$ cat src/rtl/hdlctx_pkg.sv
package hdlctx_pkg;

   // Operation codes of an input item
   typedef enum logic [1:0] {
      OP_STUFFED = 2'd0,
      OP_PLAIN   = 2'd1,
      OP_FCS     = 2'd2,
      OP_NONE    = 2'd3
   } op_type;

   localparam logic [15:0] CRC_POLY = 16'h8408;
   localparam logic [15:0] CRC_INIT = 16'hFFFF;
   localparam logic [2:0]  ONES_MAX = 3'd7;
   localparam logic [2:0]  ONES_STUFF = 3'd5;
   localparam logic [4:0]  BYTE_BITS = 5'd8;
   localparam logic [4:0]  FCS_BITS = 5'd16;

   typedef struct packed {
      logic [1:0] operation;
      logic [7:0] data_byte;
      logic       restart_crc;
   } req_type;

   typedef struct packed {
      logic tone;
      logic stuffed;
      logic last;
   } rsp_type;

   // Commands from the sequencer to the bit unit
   typedef struct packed {
      logic restart;
      logic bit_step;
      logic stuff_step;
      logic bit_val;
      logic stuffing;
   } cmd_type;

   // Status from the bit unit back to the sequencer
   typedef struct packed {
      logic [15:0] crc;
      logic        sym_tone;
      logic        need_stuff;
   } unit_type;

endpackage

$ cat src/rtl/hdlctx_bit_unit.sv
module hdlctx_bit_unit (
   input  logic                clock,
   input  logic                reset,
   input  hdlctx_pkg::cmd_type cmd,
   output hdlctx_pkg::unit_type unit
);
   import hdlctx_pkg::*;

   logic [15:0] crc_ff, crc_in;
   logic        tone_ff, tone_in;
   logic [2:0]  ones_ff, ones_in;
   logic [2:0]  ones_inc;
   logic [15:0] crc_step;
   logic        sym_tone;

   // Saturating run count, CRC shift and line symbol for the current bit
   always_comb begin
      ones_inc = (ones_ff == ONES_MAX) ? ONES_MAX : ones_ff + 3'd1;
      crc_step = {1'b0, crc_ff[15:1]};
      if (crc_ff[0] != cmd.bit_val) begin
         crc_step = crc_step ^ CRC_POLY;
      end
      sym_tone = (cmd.stuff_step || !cmd.bit_val) ? ~tone_ff : tone_ff;
   end

   // Advance the state for one step
   always_comb begin
      crc_in  = crc_ff;
      tone_in = tone_ff;
      ones_in = ones_ff;
      if (cmd.restart) begin
         crc_in = CRC_INIT;
      end
      if (cmd.bit_step) begin
         crc_in  = crc_step;
         tone_in = sym_tone;
         ones_in = cmd.bit_val ? ones_inc : 3'd0;
      end
      if (cmd.stuff_step) begin
         tone_in = sym_tone;
         ones_in = 3'd0;
      end
   end

   always_ff @(posedge clock) begin
      if (reset) begin
         crc_ff  <= CRC_INIT;
         tone_ff <= 1'b1;
         ones_ff <= 3'd0;
      end else begin
         crc_ff  <= crc_in;
         tone_ff <= tone_in;
         ones_ff <= ones_in;
      end
   end

   assign unit.crc        = crc_ff;
   assign unit.sym_tone   = sym_tone;
   assign unit.need_stuff = cmd.stuffing && cmd.bit_val && (ones_inc >= ONES_STUFF);

endmodule

$ cat src/rtl/hdlctx_seq.sv
module hdlctx_seq (
   input  logic                 clock,
   input  logic                 reset,
   input  logic                 req_valid,
   output logic                 req_ready,
   input  hdlctx_pkg::req_type  req_payload,
   input  logic                 slot_free,
   input  hdlctx_pkg::unit_type unit,
   output hdlctx_pkg::cmd_type  cmd,
   output logic                 sym_valid,
   output hdlctx_pkg::rsp_type  sym
);
   import hdlctx_pkg::*;

   typedef enum logic [2:0] {
      ST_IDLE  = 3'b001,
      ST_BIT   = 3'b010,
      ST_STUFF = 3'b100
   } state_type;

   state_type   state_ff, state_in;
   logic [15:0] shift_ff, shift_in;
   logic [4:0]  count_ff, count_in;
   logic        stuffing_ff, stuffing_in;
   op_type      op;

   assign op        = op_type'(req_payload.operation);
   assign req_ready = (state_ff == ST_IDLE);

   always_comb begin
      state_in     = state_ff;
      shift_in     = shift_ff;
      count_in     = count_ff;
      stuffing_in  = stuffing_ff;
      cmd          = '0;
      cmd.bit_val  = shift_ff[0];
      cmd.stuffing = stuffing_ff;
      sym_valid    = 1'b0;
      sym          = '0;
      unique case (state_ff)
         ST_IDLE: begin
            // Load the bits of a new item
            if (req_valid) begin
               cmd.restart = req_payload.restart_crc && (op != OP_NONE);
               unique case (op)
                  OP_STUFFED: begin
                     shift_in    = {8'h00, req_payload.data_byte};
                     count_in    = BYTE_BITS;
                     stuffing_in = 1'b1;
                     state_in    = ST_BIT;
                  end
                  OP_PLAIN: begin
                     shift_in    = {8'h00, req_payload.data_byte};
                     count_in    = BYTE_BITS;
                     stuffing_in = 1'b0;
                     state_in    = ST_BIT;
                  end
                  OP_FCS: begin
                     shift_in    = req_payload.restart_crc ? ~CRC_INIT : ~unit.crc;
                     count_in    = FCS_BITS;
                     stuffing_in = 1'b1;
                     state_in    = ST_BIT;
                  end
                  OP_NONE: begin
                     state_in = ST_IDLE;
                  end
               endcase
            end
         end
         ST_BIT: begin
            // Send one source bit, then stuff or advance
            if (slot_free) begin
               cmd.bit_step = 1'b1;
               sym_valid    = 1'b1;
               sym.tone     = unit.sym_tone;
               sym.stuffed  = 1'b0;
               sym.last     = (count_ff == 5'd1) && !unit.need_stuff;
               shift_in     = {1'b0, shift_ff[15:1]};
               count_in     = count_ff - 5'd1;
               if (unit.need_stuff) begin
                  state_in = ST_STUFF;
               end else if (count_ff == 5'd1) begin
                  state_in = ST_IDLE;
               end
            end
         end
         ST_STUFF: begin
            // Insert the stuff toggle
            if (slot_free) begin
               cmd.stuff_step = 1'b1;
               sym_valid      = 1'b1;
               sym.tone       = unit.sym_tone;
               sym.stuffed    = 1'b1;
               sym.last       = (count_ff == 5'd0);
               state_in       = (count_ff == 5'd0) ? ST_IDLE : ST_BIT;
            end
         end
         default: begin
            state_in = ST_IDLE;
         end
      endcase
   end

   always_ff @(posedge clock) begin
      if (reset) begin
         state_ff <= ST_IDLE;
      end else begin
         state_ff <= state_in;
      end
   end

   always_ff @(posedge clock) begin
      shift_ff    <= shift_in;
      count_ff    <= count_in;
      stuffing_ff <= stuffing_in;
   end

endmodule

$ cat src/rtl/hdlc_nrzi_bit_stuffing_transmitter.sv
// HDLC bit-serial transmitter with NRZI tone coding, bit stuffing and a running
// CRC-16/X.25. Each accepted item is a stuffed data byte, an unstuffed byte such as
// the 0x7E flag, or an FCS request that sends the complemented CRC low byte first;
// bits go out LSB first, one line symbol per result item. A sequencer steps a single
// bit unit (CRC shift, NRZI toggle, ones-run count) once per cycle while rsp_ready
// is high: a byte is accepted, then its 8 bits go out with any stuff bits inserted
// (at most two), and an FCS request is accepted, then sends 16 bits plus its stuff
// bits (at most four). The output register is refilled in the cycle its symbol is
// taken, so within an item symbols stream with no gap; while a symbol waits, the
// sequencer holds. req_ready is high only between items. Operation code 3 is accepted
// and dropped with no symbols and no state change.
module hdlc_nrzi_bit_stuffing_transmitter (
   input  logic                clock,
   input  logic                reset,
   input  logic                req_valid,
   output logic                req_ready,
   input  hdlctx_pkg::req_type req_payload,
   output logic                rsp_valid,
   input  logic                rsp_ready,
   output hdlctx_pkg::rsp_type rsp_payload
);
   import hdlctx_pkg::*;

   cmd_type  cmd;
   unit_type unit;
   logic     slot_free;
   logic     sym_valid;
   rsp_type  sym;
   logic     rsp_valid_ff, rsp_valid_in;
   rsp_type  rsp_data_ff, rsp_data_in;

   hdlctx_seq u_seq (
      .clock       (clock),
      .reset       (reset),
      .req_valid   (req_valid),
      .req_ready   (req_ready),
      .req_payload (req_payload),
      .slot_free   (slot_free),
      .unit        (unit),
      .cmd         (cmd),
      .sym_valid   (sym_valid),
      .sym         (sym)
   );

   hdlctx_bit_unit u_bit_unit (
      .clock (clock),
      .reset (reset),
      .cmd   (cmd),
      .unit  (unit)
   );

   // Hold a symbol until taken; refill in the cycle it leaves
   assign slot_free = !rsp_valid_ff || rsp_ready;

   always_comb begin
      rsp_valid_in = rsp_valid_ff;
      rsp_data_in  = rsp_data_ff;
      if (slot_free) begin
         rsp_valid_in = sym_valid;
         rsp_data_in  = sym;
      end
   end

   always_ff @(posedge clock) begin
      if (reset) begin
         rsp_valid_ff <= 1'b0;
      end else begin
         rsp_valid_ff <= rsp_valid_in;
      end
   end

   always_ff @(posedge clock) begin
      rsp_data_ff <= rsp_data_in;
   end

   assign rsp_valid   = rsp_valid_ff;
   assign rsp_payload = rsp_data_ff;

endmodule

$ cat config.mk
export PLATFORM = sky130hd
export DESIGN_NAME = hdlc_nrzi_bit_stuffing_transmitter
export DESIGN_NICKNAME = d
export VERILOG_FILES = /design/src/rtl/hdlctx_pkg.sv /design/src/rtl/hdlctx_bit_unit.sv /design/src/rtl/hdlctx_seq.sv /design/src/rtl/hdlc_nrzi_bit_stuffing_transmitter.sv
export SDC_FILE = /design/constraint.sdc
export NUM_CORES = 1
export LEC_CHECK = 0
export BUFFER_PORTS_ARGS = -buffer_cell sky130_fd_sc_hd__buf_2
export CAP_MARGIN = 30
export CORE_UTILIZATION = 50
export DETAILED_ROUTE_END_ITERATION = 8
export GPL_TIMING_DRIVEN = 0
export PLACE_DENSITY = 0.69
export REMOVE_ABC_BUFFERS = 1
export SLEW_MARGIN = 10
export SYNTH_ARGS = -nofsm -noshare
export SYNTH_HDL_FRONTEND = slang
export SYNTH_SLANG_ARGS = --single-unit
$ cat constraint.sdc
create_clock -name clock -period 2.32 [get_ports clock]
set_input_delay 0 -clock clock [delete_from_list [all_inputs] [get_ports clock]]
set_output_delay 0 -clock clock [all_outputs]
set_load 0.02 [all_outputs]
# Yosys cells after proc, flatten, opt, wreduce, memory -nomap -nowiden
# Index checks and enable logic that the tools add are counted.
dict set report totals {
  reg_bits 49
  inputBits 15
  output_inout_bits 5
  elab_cells 88
}
dict set report op_classes {
  n_addsub 2
  n_lt_le_gt_ge 1
  eq_ne 15
  mux 33
  n_bitwise 3
  n_reduce_logical 23
}
# operator count
set op_table {}
lappend op_table {{$mux W16} 6}
lappend op_table {{$pmux W16 S2} 2}
lappend op_table {{$mux W3} 7}
lappend op_table {{$pmux W5 S2} 2}
lappend op_table {{$not A16 Y16} 1}
lappend op_table {{$pmux W3 S2} 2}
lappend op_table {{$mux W5} 2}
lappend op_table {{$mux W1} 9}
lappend op_table {{$pmux W3 S3} 1}
lappend op_table {{$ne A2 B2 Y1 const B} 4}
lappend op_table {{$reduce_and A4 Y1} 2}
lappend op_table {{$reduce_bool A2 Y1} 4}
lappend op_table {{$reduce_or A2 Y1} 4}
lappend op_table {{$eq A3 B3 Y1 const B} 2}
lappend op_table {{$eq A5 B1 Y1 const B} 1}
lappend op_table {{$logic_not A5 Y1} 1}
lappend op_table {{$sub A5 B1 Y5 const B} 1}
lappend op_table {{$eq A2 B2 Y1 const B} 2}
lappend op_table {{$logic_and A1 B1 Y1} 4}
lappend op_table {{$add A3 B1 Y3 const B} 1}
lappend op_table {{$eq A3 B1 Y1 const B} 1}
lappend op_table {{$eq A3 B2 Y1 const B} 1}
lappend op_table {{$ge A3 B3 Y1 const B} 1}
lappend op_table {{$logic_not A1 Y1} 3}
lappend op_table {{12 further kinds} 13}

# Depth between registers and ports, before layout
# Gate-level depths: netlist of run 1.
dict set report logic_depth {
  ltp_word 8
  mapped_depth 7
  depth_no_buf 6
}

# Hierarchy
# Synthesis of run 1 repeated with hierarchy kept, for this count alone.
dict set report unflattened {
  hier_cells 255
  hier_area_um2 2473.6
}
# mod n_inst cells_each area_per_inst_um2 seq_area_each_um2
set by_module_without_submodules {}
lappend by_module_without_submodules {hdlctx_seq 1 143 1405.1 720.7}
lappend by_module_without_submodules {hdlctx_bit_unit 1 105 932.1 400.4}
lappend by_module_without_submodules {hdlc_nrzi_bit_stuffing_transmitter 1 7 136.4 110.1}

# Worst setup path before layout of run 1
# OpenSTA, ideal clock, no wires.
dict set report synth_path {
  path_kind {register to register}
  start {reg u_seq.state_ff[0]}
  end {reg u_seq.count_ff[0], enable pin}
  setup_time_ns 0.381
  arrival_ns 1.713
  required_ns 1.939
  path_slack_ns 0.226
  stages_incl_launch_ff 4
  n_path_buf 0
  period_less_slack_ns 2.094
  path_cell_list {dfxtp_1 nor3b_2 and3_4 nand2b_1}
}
dict set report synth_between {
  elab_chain_cells 3
  elab_cells_between_ends 7
  cone_classes {eq/ne (5); reduce/logical (2)}
}
# element line
set synth_rtl {}
lappend synth_rtl {{start: declaration} hdlctx_seq.sv:21} ;# state_type state_ff, state_in;
lappend synth_rtl {{start signal: assignment} hdlctx_seq.sv:108} ;# state_ff <= state_in;
lappend synth_rtl {{$eq A3 B1 Y1 (*)} --}
lappend synth_rtl {{named net req_ready} hdlc_nrzi_bit_stuffing_transmitter.sv:16} ;# output logic req_ready,
lappend synth_rtl {{$ne A3 B2 Y1 (no source line), or another cell as far along} --}
lappend synth_rtl {{$reduce_and A4 Y1 (no source line) (*)} --}
lappend synth_rtl {{end signal: assignment} hdlctx_seq.sv:114} ;# count_ff <= count_in;
lappend synth_rtl {{end: declaration} hdlctx_seq.sv:23} ;# logic [4:0] count_ff, count_in;
# The timed path passes the listed nets; every way through them passes the cells marked *.
# A chain may end at the register's enable or synchronous reset.

# Worst setup path in the final report of run 1
dict set report layout_path {
  start {reg u_seq.state_ff[0]}
  end {reg u_seq.count_ff[0], enable pin}
}
dict set report layout_between {
  elab_chain_cells 3
  elab_cells_between_ends 7
  cone_classes {eq/ne (5); reduce/logical (2)}
}
# element line
set layout_rtl {}
lappend layout_rtl {{$eq A3 B1 Y1 / $eq A3 B2 Y1 (equally long branches)} hdlctx_seq.sv:40} ;# unique case (state_ff)
lappend layout_rtl {{$ne A3 B2 Y1 (no source line), or another cell as far along} --}
lappend layout_rtl {{$reduce_and A4 Y1 (no source line) (*)} --}
# Every way passes the cells marked *; elsewhere a longest branch is shown, timed or not.

==> results of run 1 <==
-- critical path: stages (launching register included) --
cell	delay, ps
dfxtp_1	470
nor3b_2	380
and3_4	270
nand2b_1	370
buf_16	210
-- layout make-up --
type	instances	area share, %
inverters	5	0.760
repair buffers	23	6.38
flip-flops and latches	49	49.8
multi-input cells	142	35.6
well taps	50	2.53
clock buffers	6	3.34
clock inverters	2	1.52
-- cell families after synthesis --
kind of cell,Yosys count
AND/OR/NAND/NOR,73
adder cells (fa/ha/maj),4
flip-flops,49
AO/OA/AOI/OAI,55
buffers and inverters,18
XOR/XNOR,9
multiplexers,1
-- state kept, by name, summed over array words and instances, names as in the netlist --
register	flops
u_bit_unit.crc_ff	16
u_bit_unit.tone_ff	1
rsp_valid	1
u_seq.stuffing_ff	1
u_seq.state_ff	3
u_seq.shift_ff	16
u_seq.count_ff	5
u_bit_unit.ones_ff	3
rsp_payload	3
-- stage by stage --
step                      hold slack [ps]  cell area (um^2)  setup TNS [ps]
after CTS                            22.3              2470               0
after global placement                273              2280          -28580
after detailed placement              274              2330               0
final                                29.5              2470               0
after floorplan                      69.1              2120           -3940
after global routing                 55.1              2470               0
-- cell usage after synthesis --
library cell   n  area share (%)
nand2_1       30             5.1
edfxtp_1      25              34
dfxtp_1       24              22
o22a_1        16             6.4
a21oi_1       14             3.2
nor3_1        12             2.7
o21ai_0       12             2.7
nor2_1        11             1.9
clkbuf_1       6             1.0
inv_1          5            0.86
nand2b_1       5             1.4
o21ai_1        5             1.1
xnor2_1        5             2.0
buf_2          4            0.91
ha_1           4             2.3
nand3_1        4            0.91
xor2_1         4             1.6
nor3b_2        3             1.7
a21o_1         2            0.68
buf_6          2             1.0
nor2b_1        2            0.57
a211o_4        1            0.80
a221o_1        1            0.46
a31oi_1        1            0.29
and2_4         1            0.40
and3_1         1            0.29
and3_4         1            0.51
buf_1          1            0.17
mux2_1         1            0.51
nand2b_2       1            0.40
o211ai_1       1            0.34
o31ai_1        1            0.34
o32ai_1        1            0.40
or3_1          1            0.29
or3b_1         1            0.40
-- metal layers --
layer | track usage [%] | vias to the layer above
li1 | - | 784
met1 | 22.3 | 684
met2 | 28.4 | 19
met3 | 4.00 | 7
met4 | 10.9 | 0
met5 | 0 | -
-- worst min path at each step --
| stage | from | to | slack [ps] | depth (start not counted) |
|---|---|---|---|---|
| 2_1_floorplan | reset | rsp_valid$_SDFFE_PP0P_ | 70 | 1 |
| 3_3_place_gp | req_payload[9] | u_seq.stuffing_ff$_DFFE_PP_ | 270 | 2 |
| 3_5_place_dp | req_payload[9] | u_seq.stuffing_ff$_DFFE_PP_ | 270 | 2 |
| 4_1_cts | req_valid | u_seq.state_ff[0]$_SDFFE_PP1P_ | 20 | 3 |
| 5_1_grt | req_payload[6] | u_seq.shift_ff[5]$_DFFE_PP_ | 60 | 3 |
| 6_report | req_valid | u_seq.state_ff[0]$_SDFFE_PP1P_ | 30 | 3 |
-- power by group through the flow --
stage / sequential, mW / clock [mW] / combinational [mW]
after detailed placement: 1.08 / 0 / 0.321
after global placement: 1.08 / 0 / 0.287
after CTS: 1.06 / 0.649 / 0.326
final: 1.06 / 0.636 / 0.323
after global routing: 1.07 / 0.685 / 0.360
after floorplan: 1.08 / 0 / 0.207
-- layout by cell type (no fill, tap or decap), drive strengths merged, types with 2 or more instances in the layout --
cell type | netlist | layout
a21oi | 14 | 14
and3 | 2 | 2
nor2b | 2 | 2
nand3 | 4 | 4
nor3 | 12 | 12
nor3b | 3 | 3
clkbuf | 6 | 6
a21o | 2 | 2
ha | 4 | 4
xor2 | 4 | 4
nand2b | 6 | 6
dlygate4sd3 | 0 | 2
inv | 5 | 5
o21ai | 17 | 17
buf | 7 | 21
nor2 | 11 | 11
edfxtp | 25 | 25
o22a | 16 | 16
dfxtp | 24 | 24
xnor2 | 5 | 5
nand2 | 30 | 30
-- repair_timing --
action / in CTS / in global routing
hold buffers: 2 / 0
resized for setup: 0 / 0
endpoints found under the hold margin: 2 / 0
==> out/results.tsv, run 1 <==
stage	metric	value	unit
clock_network	Setup Fix Bufs, Post-CTS	0	
synthesis	Synth Area in Adders	2.28	%
grt	global route total overflow	0	
detailed_routing	WL met1	1.82	mm
hold_path	Hold Crit Class	in -> reg	
placed_design	Setup WS pre-CTS	377	ps
timing	Tcrit/Tclk final	85.6	%
power	sequential power share	52.6	%
timing	Final Max Slew Viols	0	
timing	RSZ-0062 raised after global routing	no	
floorplan	chip width	68.2	um
timing	Relative slew margins	61.1	%
timing	PnR worst setup slack	335	ps
detailed_routing	WL met2	1.72	mm
timing	Period minus WS final	1990	ps
detailed_routing	Iter 0 DRT Violations	86	
power	clock network fraction of total power	31.5	%
clock_network	Max Buffers Root-to-Sink	2	
synthesis	Distinct cells, synth	35	
grt	Total Routing Usage GR	18.0	%
power	Lkg Pwr	0.881	nW
synthesis	Synth Area in Compound Gates	16.8	%
placed_design	PortBufs	19	
clock_network	worst-skew pair later-pin latency	310	ps
synthesis	Syn Std Cell Area	2190	um^2
setup_path	Worst R2R Start	u_seq.state_ff[0]$_SDFFE_PP1P_	
power	combinational share of power	16.0	%
synthesis	synthesis warning total	0	
clock_network	total CTS buffers	5	
cells_and_area	final core area utilization	60.0	%
cells_and_area	fraction of layout cells with a size suffix above 1	15.9	%
synthesis	post-synthesis mux area share	0.514	%
detailed_routing	drt wl/cell	13.5	um
synthesis	Syn Inst Count	209	
synthesis	Mapped Avg Cell Area	10.5	um^2
power	Cell Int Power	1.50	mW
status	outcome	completed	
detailed_routing	Vias	1494	
cells_and_area	Nets	245	
timing	Max Clock Freq	504	MHz
placed_design	placed cells	267	
floorplan	Boundary Pins	20	
clock_network	CTS tree	done	
power	peak supply drop	0.448	mV
timing	final setup violation count	0	
power	NetSw	520	uW
grt	largest net degree at the start of global routing	28	
power	power consumption	2.02	mW
timing	Slew @ Worst Pin	582	ps
floorplan	Die Ht	68.2	um
detailed_routing	drt via density	5.39	
clock_network	clk sinks	49	
setup_path	startpoint class of the critical path	register	
detailed_routing	drt drc	0	
power	P per Cell Area	819	nW/um^2
placed_design	DP Wirelength	2.58	mm
synthesis	main combinational cell family by area after synthesis	compound AO/OA/AOI/OAI gates	
detailed_routing	top sig layer	met4	
cells_and_area	Area Growth Syn to Fin	12.7	%
floorplan	DIE AREA	4650	um^2
cells_and_area	Antenna Cells	0	
grt	vias in the first global route	1324	
timing	Final Hold Fails	0	
grt	first-pass GRT wire length	5.98	mm
setup_path	worst setup path endpoint	u_seq.count_ff[0]$_SDFFCE_PN0P_	
cells_and_area	Fill cells	346	
setup_path	worst setup path class	reg -> reg	
setup_path	worst reg-to-reg setup slack	330	ps
synthesis	register area share after synthesis	56.2	%
clock_network	Clock Pin Slew Worst Setup and Hold Paths	80	ps
detailed_routing	drt total wl	3.73	mm
grt	initial antenna violation count	0	
flow_run	total of max-cap violations	0	
synthesis	simple-gate share of the synthesized area	16.7	%
floorplan	Starting Density	53.3	%
setup_path	crit end category	register	
setup_path	FF-to-FF End	u_seq.count_ff[0]$_SDFFCE_PN0P_	
setup_path	R2R depth	4	
synthesis	Yosys reg bits	49	
detailed_routing	wire length on met3	102	um
timing	skew final	6.98	ps
cells_and_area	Finished Layout Cells	277	
setup_path	Crit path arrival time	2010	ps
power	Net Sw Frac	25.7	%
setup_path	largest fanout on the critical path	16	
synthesis	Synth Area in XOR/XNOR	3.60	%
cells_and_area	Sequential Area	1230	um^2
detailed_routing	drt first pass iters	4	
floorplan	Core ar.	4120	um^2
floorplan	Row Count	23	
setup_path	Worst setup startpoint	u_seq.state_ff[0]$_SDFFE_PP1P_	
detailed_routing	DRT antenna net count	0	
cells_and_area	footprint of the multi-input gates	880	um^2
clock_network	Root Buffer	clkbuf_8	
setup_path	WP data required	2340	ps
placed_design	GPL Wtd Cong	0.755	
clock_network	htree depth	2	
Note: power is estimated with default switching activity, not from simulation.
==> run 2: changes to the inputs <==
Clock period 2.32 ns to 2.02 ns, I/O delays scaled along.
==> out/results.tsv, run 2 (synthesis results as in run 1) <==
stage	metric	value	unit
floorplan	DIE AREA	4650	um^2
grt	largest net degree at the start of global routing	28	
clock_network	total CTS buffers	5	
grt	vias in the first global route	1324	
setup_path	CP max stage cell	dfxtp_1	
timing	PnR worst setup slack	154	ps
placed_design	DP Area	2330	um^2
setup_path	crit end category	register	
setup_path	slowest stage delay, CP	350	ps
detailed_routing	drt drc	0	
grt	first-pass GRT wire length	5.98	mm
timing	Final Max Slew Viols	0	
grt	Total Routing Usage GR	18.0	%
timing	Relative slew margins	61.1	%
setup_path	WP data required	2220	ps
detailed_routing	drt total wl	3.72	mm
cells_and_area	Finished Layout Cells	277	
setup_path	startpoint class of the critical path	register	
grt	global route total overflow	0	
detailed_routing	DRT antenna net count	0	
setup_path	Worst setup startpoint	u_bit_unit.ones_ff[0]$_SDFFE_PP0P_	
grt	initial antenna violation count	0	
timing	Slew @ Worst Pin	582	ps
timing	Tcrit/Tclk final	92.4	%
cells_and_area	commonest non-fill, non-tap cells in the layout	nand2_1 (30), edfxtp_1 (25), dfxtp_1 (24), buf_2 (19), o22a_1 (16)	
setup_path	worst setup path class	reg -> reg	
cells_and_area	Final Cell Area	2470	um^2
power	Lkg Pwr	0.880	nW
clock_network	Clock Pin Slew Worst Setup and Hold Paths	90	ps
floorplan	Die Ht	68.2	um
detailed_routing	drt wl/cell	13.4	um
floorplan	chip width	68.2	um
detailed_routing	Vias	1498	
cells_and_area	commonest non-fill, non-tap cell in the layout	nand2_1	
clock_network	clk sinks	49	
clock_network	worst-skew pair later-pin latency	310	ps
cells_and_area	fraction of layout cells with a size suffix above 1	16.3	%
detailed_routing	Iter 0 DRT Violations	89	
detailed_routing	drt via density	5.41	
cells_and_area	Antenna Cells	0	
setup_path	Worst R2R Start	u_bit_unit.ones_ff[0]$_SDFFE_PP0P_	
status	outcome	completed	
placed_design	PortBufs	19	
timing	Max Clock Freq	536	MHz
cells_and_area	Nets	245	
clock_network	htree depth	2	
detailed_routing	drt first pass iters	4	
hold_path	Hold Path Origin	req_valid	
cells_and_area	Largest regs	u_bit_unit.crc_ff x16, u_seq.shift_ff x16, u_seq.count_ff x5	
timing	minimum hold slack	29.7	ps
timing	final setup violation count	0	
cells_and_area	final core area utilization	60.1	%
flow_run	total of max-cap violations	0	
timing	Period minus WS final	1870	ps
timing	Final Hold Fails	0	
floorplan	Row Count	23	
clock_network	Max Buffers Root-to-Sink	2	
setup_path	Crit path arrival time	2070	ps
floorplan	Boundary Pins	20	
power	peak supply drop	0.514	mV
floorplan	Starting Density	53.3	%
timing	RSZ-0062 raised after global routing	no	
placed_design	DP Wirelength	2.58	mm
power	power consumption	2.32	mW
cells_and_area	Area Growth Syn to Fin	12.8	%
timing	skew final	7.00	ps
hold_path	Hold Crit Class	in -> reg	
placed_design	GPL Wtd Cong	0.755	
setup_path	crit path cell chain	ha_1 -> nor2b_1 -> o21ai_0 -> nand3_1 -> a31oi_1 -> mux2_1	
placed_design	placed cells	267	
clock_network	Root Buffer	clkbuf_8	
placed_design	Setup WS pre-CTS	76.5	ps
power	P per Cell Area	940	nW/um^2
timing	Sum Neg Setup Slack	0	ps
floorplan	Core ar.	4120	um^2
clock_network	CTS tree	done	
setup_path	largest fanout on the critical path	4	
run 2: layout make-up:
type	count	area, um^2
tap	50	62.6
sequential	49	1230
multi-input combinational	142	882
clock buffer	6	82.6
inverter	5	18.8
timing repair buffer	23	158
fill	345	1640
clock inverter	2	37.5
run 2: where the power goes:
group | internal [mW] | switching [mW]
Combinational | 0.160 | 0.212
Sequential | 1.16 | 0.0575
Clock | 0.402 | 0.329
Total | 1.73 | 0.598
run 2: layer usage:
layer | track usage, % | share of wire [%]
met1 | 22.3 | 49
met3 | 4.00 | 2.9
met2 | 28.4 | 46
met5 | 0 | 0
met4 | 10.9 | 2.4
run 2: path summary, 6_finish.rpt:
check	to	slack, ps	depth (start not counted)
hold reg to reg	u_bit_unit.ones_ff[1]$_SDFFE_PP0P_	470	2
setup / recovery	u_seq.state_ff[1]$_SDFFE_PP0P_	150	6
setup reg to reg	u_seq.state_ff[1]$_SDFFE_PP0P_	150	6
hold / removal	u_seq.state_ff[0]$_SDFFE_PP1P_	30	3
run 2: critical path, delay by kind of cell, from the launching register on:
kind	cells	cell delay, ps
compound gates	2	550
fa+ha+maj	1	300
flops	1	350
mux	1	350
simple gates	2	210
run 2: what timing repair did:
item                                    CTS  global route
hold buffers                              2             0
endpoints found under the hold margin     2             0
setup buffers                             0             0
gates resized for setup                   0             1
endpoints found under the setup margin    0            16
